**config.mk**
```make
export PLATFORM = sky130hd
export DESIGN_NAME = fpsa_control
export DESIGN_NICKNAME = d
export VERILOG_FILES = /design/src/hw/rtl/fpsa_pkg.sv /design/src/hw/rtl/fpsa_control.sv
export SDC_FILE = /design/constraint.sdc
export NUM_CORES = 1
export LEC_CHECK = 0
export BUFFER_PORTS_ARGS = -buffer_cell sky130_fd_sc_hd__clkbuf_2
export CORE_UTILIZATION = 40
export CTS_CLUSTER_DIAMETER = 120
export DETAILED_ROUTE_END_ITERATION = 10
export HOLD_SLACK_MARGIN = 0.08
export PLACE_DENSITY = 0.7
export SLEW_MARGIN = 20
export SYNTH_ARGS = -nofsm -noshare
export SYNTH_HDL_FRONTEND = slang
export SYNTH_SLANG_ARGS = --single-unit
```
**constraint.sdc**
```tcl
create_clock -name clock -period 7.2 [get_ports clock]
set_clock_uncertainty 0.15 [all_clocks]
set_input_delay 0.36 -clock clock [delete_from_list [all_inputs] [get_ports clock]]
set_output_delay 0.36 -clock clock [all_outputs]
set_load 0.005 [all_outputs]
```
**src/hw/rtl/fpsa_pkg.sv**
```systemverilog
// ---------------------------------------------------------------------------
// fpsa_pkg
// Shared types, sizes and codes of the free page stack allocator.
// ---------------------------------------------------------------------------
package fpsa_pkg;

   localparam int MAX_DESCRIPTORS = 64;
   localparam int STACK_DEPTH     = 1024;

   localparam int DESC_IDX_W  = (MAX_DESCRIPTORS > 1) ? $clog2(MAX_DESCRIPTORS) : 1;
   localparam int DESC_CNT_W  = $clog2(MAX_DESCRIPTORS + 1);
   localparam int STACK_IDX_W = $clog2(STACK_DEPTH);
   localparam int FILL_W      = $clog2(STACK_DEPTH + 1);

   localparam int OP_W     = 2;
   localparam int TYPE_W   = 4;
   localparam int PAGE_W   = 52;
   localparam int PAGES_W  = 32;
   localparam int ADDR_W   = 52;
   localparam int STATUS_W = 3;
   localparam int COUNT_W  = 11;
   localparam int PAGE_SHIFT = 12;

   localparam logic [OP_W-1:0] OP_LOAD  = 2'd0;
   localparam logic [OP_W-1:0] OP_BUILD = 2'd1;
   localparam logic [OP_W-1:0] OP_ALLOC = 2'd2;
   localparam logic [OP_W-1:0] OP_FREE  = 2'd3;

   localparam logic [STATUS_W-1:0] ST_OK    = 3'd0;
   localparam logic [STATUS_W-1:0] ST_EMPTY = 3'd1;
   localparam logic [STATUS_W-1:0] ST_FULL  = 3'd2;
   localparam logic [STATUS_W-1:0] ST_ALIGN = 3'd3;
   localparam logic [STATUS_W-1:0] ST_TABLE = 3'd4;

   typedef struct packed {
      logic load;        // write descriptor at next table slot (loaded count)
      logic clr_used;    // clear used flags, fill and limit to depth
      logic scan_start;  // start a minimum search
      logic scan_step;   // compare entry read last cycle
      logic desc_rd;     // read descriptor at scan index
      logic pick_rd;     // read chosen descriptor
      logic take;        // latch chosen region, mark used
      logic push_page;   // push one page of the region
      logic freeze;      // limit = fill
      logic pop_rd;      // read top of stack
      logic pop;         // finish pop
      logic push_free;   // push freed address
      logic set_drop;    // note a dropped page
   } cmd_type;

   typedef struct packed {
      logic table_full;
      logic stack_empty;
      logic misaligned;
      logic at_limit;
      logic scan_last;   // scan index at last loaded entry
      logic scan_found;
      logic region_done;
      logic stack_full;  // fill reached depth
      logic no_desc;
      logic dropped;
   } sts_type;

endpackage

```
**src/hw/rtl/fpsa_control.sv**
```systemverilog
// ---------------------------------------------------------------------------
// fpsa_control
// Sequencer for load, build, alloc and free; owns the response register.
// ---------------------------------------------------------------------------
module fpsa_control import fpsa_pkg::*; (
   input  logic                clock,
   input  logic                reset,
   input  logic                req_valid,
   output logic                req_stall,
   input  logic [OP_W-1:0]     req_op,
   output logic                rsp_valid,
   input  logic                rsp_stall,
   output logic [STATUS_W-1:0] rsp_status,
   output logic [ADDR_W-1:0]   rsp_alloc_addr,
   output logic [COUNT_W-1:0]  rsp_free_count,
   input  sts_type             sts,
   input  logic [ADDR_W-1:0]   pop_data,
   input  logic [COUNT_W-1:0]  fill_count,
   output cmd_type             cmd
);
   typedef enum logic [3:0] {
      S_IDLE, S_FIN, S_POP, S_SCAN_RD, S_SCAN_CMP, S_PICK, S_TAKE, S_PUSH, S_RESP
   } state_type;

   state_type           state_ff;
   logic                rsp_valid_ff;
   logic [STATUS_W-1:0] status_ff;
   logic [ADDR_W-1:0]   addr_ff;
   logic [COUNT_W-1:0]  count_ff;
   logic                accept;

   assign req_stall = (state_ff != S_IDLE) || (rsp_valid_ff && rsp_stall);
   assign accept    = req_valid && !req_stall;
   assign rsp_valid = rsp_valid_ff;
   assign rsp_status = status_ff;
   assign rsp_alloc_addr = addr_ff;
   assign rsp_free_count = count_ff;

   always_comb begin
      cmd = '0;
      case (state_ff)
         S_IDLE: begin
            if (accept) begin
               case (req_op)
                  OP_LOAD:  cmd.load = !sts.table_full;
                  OP_BUILD: begin
                     cmd.clr_used   = 1'b1;
                     cmd.scan_start = 1'b1;
                  end
                  OP_ALLOC: cmd.pop_rd = !sts.stack_empty;
                  OP_FREE:  cmd.push_free = !sts.misaligned && !sts.at_limit;
                  default: ;
               endcase
            end
         end
         S_POP:      cmd.pop = 1'b1;
         S_SCAN_RD:  begin
            cmd.desc_rd = 1'b1;
         end
         S_SCAN_CMP: cmd.scan_step = 1'b1;
         S_PICK:     cmd.pick_rd = 1'b1;
         S_TAKE:     cmd.take = 1'b1;
         S_PUSH: begin
            if (!sts.region_done) begin
               if (sts.stack_full) begin
                  cmd.set_drop = 1'b1;
               end else begin
                  cmd.push_page = 1'b1;
               end
            end
            if (sts.region_done || sts.stack_full) begin
               cmd.scan_start = 1'b1;
            end
         end
         S_RESP:     cmd.freeze = 1'b1;
         default: ;
      endcase
   end

   always_ff @(posedge clock) begin
      if (reset) begin
         state_ff     <= S_IDLE;
         rsp_valid_ff <= 1'b0;
      end else begin
         if (rsp_valid_ff && !rsp_stall) begin
            rsp_valid_ff <= 1'b0;
         end
         case (state_ff)
            S_IDLE: begin
               if (accept) begin
                  addr_ff <= '0;
                  case (req_op)
                     OP_LOAD: begin
                        status_ff <= sts.table_full ? ST_TABLE : ST_OK;
                        state_ff  <= S_FIN;
                     end
                     OP_BUILD: begin
                        status_ff <= ST_OK;
                        state_ff  <= sts.no_desc ? S_RESP : S_SCAN_RD;
                     end
                     OP_ALLOC: begin
                        status_ff <= sts.stack_empty ? ST_EMPTY : ST_OK;
                        state_ff  <= sts.stack_empty ? S_FIN : S_POP;
                     end
                     default: begin
                        status_ff <= sts.misaligned ? ST_ALIGN :
                                     (sts.at_limit ? ST_FULL : ST_OK);
                        state_ff  <= S_FIN;
                     end
                  endcase
               end
            end
            S_POP: begin
               addr_ff  <= pop_data;
               state_ff <= S_FIN;
            end
            S_FIN: begin
               count_ff     <= fill_count;
               rsp_valid_ff <= 1'b1;
               state_ff     <= S_IDLE;
            end
            S_SCAN_RD:  state_ff <= S_SCAN_CMP;
            S_SCAN_CMP: begin
               if (!sts.scan_last) begin
                  state_ff <= S_SCAN_RD;
               end else begin
                  state_ff <= S_PICK;
               end
            end
            S_PICK: state_ff <= sts.scan_found ? S_TAKE : S_RESP;
            S_TAKE: state_ff <= S_PUSH;
            S_PUSH: begin
               if (sts.region_done || sts.stack_full) begin
                  state_ff <= S_SCAN_RD;
               end
            end
            S_RESP: begin
               status_ff <= sts.dropped ? ST_FULL : ST_OK;
               state_ff  <= S_FIN;
            end
            default: state_ff <= S_IDLE;
         endcase
      end
   end
endmodule

```
==> results.json <==
{
  "tightest_slew_ps": 844,
  "maxCapViolations": 0,
  "r2r_start": "state_ff[0]",
  "synth_edf_count": 66,
  "fin_util_pct": 57.0,
  "ys_types": 39,
  "synthArstFlopShare_pct": 0,
  "crit_chain": "nor4b_4 > buf_4 > clkbuf_2",
  "status": "completed",
  "worstSetupPathType": "reg2out",
  "dp_hpwl_um": 4230,
  "grt_start_max_net_pins": 54,
  "p_per_area_nw_per_um2": 201,
  "dpl_worst_slack_ps": 4990,
  "period_minus_slack_ps": 2390,
  "tritoncts": "done",
  "timing.fmax_mhz": 418,
  "grt_pass1_vias": 2026,
  "maxSlewHeadroom_pct": 43.5,
  "num_rows": 31,
  "start_kind": "flop",
  "yosys_warnings": 0,
  "drc_errors": 0,
  "hp-class": "in2reg",
  "antenna_found_initial": 0,
  "highest-signal-layer": "met4",
  "clk_pin_slew_ps": 70,
  "root_buffer": "clkbuf_8",
  "avgSynthCellArea_um2": 14.8,
  "rsz0062_at_grt": "false",
  "drive_gt1_share_pct": 47.4,
  "syn_inst": 201,
  "place.gp.congestion": 0.834,
  "setup_ws_ps": 4810,
  "vias": 2192,
  "die_w_um": 88.3,
  "via_per_inst": 4.58,
  "final_cell_mix": "clkbuf_2, edfxtp_1, and2_1",
  "synthesis.area_um2": 2980,
  "setup_viol": 0,
  "cts.path.max_buffers": 2,
  "n_fill_cell": 649,
  "period_share_pct": 33.2,
  "worstPathMaxFanout": 53,
  "synth_ff_type": "edfxtp_1",
  "cp-end-kind": "primary output",
  "ys_seq_area_share_pct": 69.9,
  "ant_nets": 0,
  "yosysTopAreaCell": "edfxtp_1",
  "vdd_drop_max_mv": 0.115,
  "final_common_cell": "clkbuf_2",
  "cp-startpoint": "state_ff[1]",
  "critPathRequiredTime_ps": 6690,
  "clkSinkCount": 71,
  "coreArea_um2": 7210,
  "syn2layout_area_growth_pct": 38.0,
  "placed_area_um2": 3830,
  "final_hold_viol_count": 0,
  "numCtsBuffers": 9,
  "cts_hold_buf": 11,
  "synth.ff_latch_count": 71,
  "post-cts-setup-buffers": 0,
  "start_util_pct": 41.3,
  "htree_num_levels": 3,
  "nets": 459,
  "synth_nets": 285,
  "track_usage_pct": 15.8,
  "met3WireLength_um": 492,
  "portBuffers": 159,
  "met1_length_um": 2530,
  "dr_wl_met2_um": 3060,
  "io_pins": 160,
  "cts-resized-gates": 0,
  "grt_first_pass_wirelength_um": 9190,
  "firstDrtPassIters": 4,
  "die_h_um": 88.3,
  "die_area_um2": 7800,
  "hp-start": "pop_data[19]",
  "critPathSlowestCell": "dfxtp_1",
  "totalWireLength_um": 6170,
  "synth.area.top_cells": "edfxtp_1, and2_1, dfxtp_1",
  "max_stage_delay_ps": 690,
  "drt-initial-drc-count": 92,
  "grt_remaining_overflow": 0,
  "drv_slew": 0,
  "n_antenna_cell": 0,
  "p_leak_nw": 1.85,
  "arrival_ps": 1880,
  "fin_tns_setup_ps": 0,
  "avgRoutedWirePerCell_um": 12.9,
  "power.total_w": 0.000829,
  "fin_area_um2": 4110,
  "yosysTopAreaCellShare_pct": 66.5,
  "clk-insertion-delay-late_ps": 330
}
## critical path, delay by kind of cell (launching register included)
family	cells	cell delay [ps]
AND/OR/NAND/NOR	1	290
buffers and inverters	2	560
flip-flops	1	690
## path summary, 6_finish.rpt
kind	depth (start not counted)	endpoint	slack, ps
worst max-delay path	3	cmd[2]	4810
worst min-delay path	2	rsp_alloc_addr[19]	150
worst max register to register	3	rsp_free_count[10]	4980
worst min register to register	2	rsp_valid	380
## kinds of logic (layout without fill, tap and decap cells)
family | Yosys count | after routing | share of synthesized area, %
adder cells (fa/ha/maj) | 5 | 5 | 2.10
AND/OR/NAND/NOR | 94 | 94 | 20.5
buffers and inverters | 13 | 192 | 3.23
flip-flops | 71 | 71 | 69.9
AO/OA/AOI/OAI | 18 | 18 | 4.32
## through the flow
stage,hold slack [ps],std cells
detailed placement,358,452
global route,136,479
floorplan,279,201
CTS,136,479
finish,152,479
global placement,362,452
## per-layer routing
layer / global-route usage, % / up-vias
li1: - / 1071
met1: 18.1 / 1005
met2: 26.9 / 103
met3: 5.88 / 13
met4: 6.30 / 0
met5: 0 / -
## registers in the layout, indices dropped and copies added (netlist names)
signal and flops:
rsp_alloc_addr 52, rsp_status 3, rsp_valid 1, state_ff 4, rsp_free_count 11
## power by group
group	switching, W	internal, W	total (W)
clock	0.000139	0.000133	0.000272
sequential	0.00000810	0.000471	0.000479
combinational	0.0000373	0.0000405	0.0000778
## Yosys cell counts (3+ instances only)
| master | count |
|---|---|
| nor2_1 | 7 |
| and2_1 | 52 |
| edfxtp_1 | 66 |
| inv_1 | 4 |
| and3_1 | 3 |
| nor2b_1 | 3 |
| nand2_1 | 9 |
| o21ai_0 | 3 |
| ha_1 | 5 |
| buf_6 | 5 |
| dfxtp_1 | 5 |
| nor4_1 | 3 |
| nor3_1 | 3 |
## final cells by class
class | count | area [um^2] | area share, %
clock buffer | 12 | 145 | 3.53
clock inverter | 4 | 22.5 | 0.548
inverter | 4 | 15.0 | 0.365
multi-input combinational | 117 | 803 | 19.5
sequential | 71 | 2080 | 50.6
tap | 99 | 124 | 3.01
timing repair buffer | 172 | 921 | 22.4
Power figures use the tool's default switching activity.
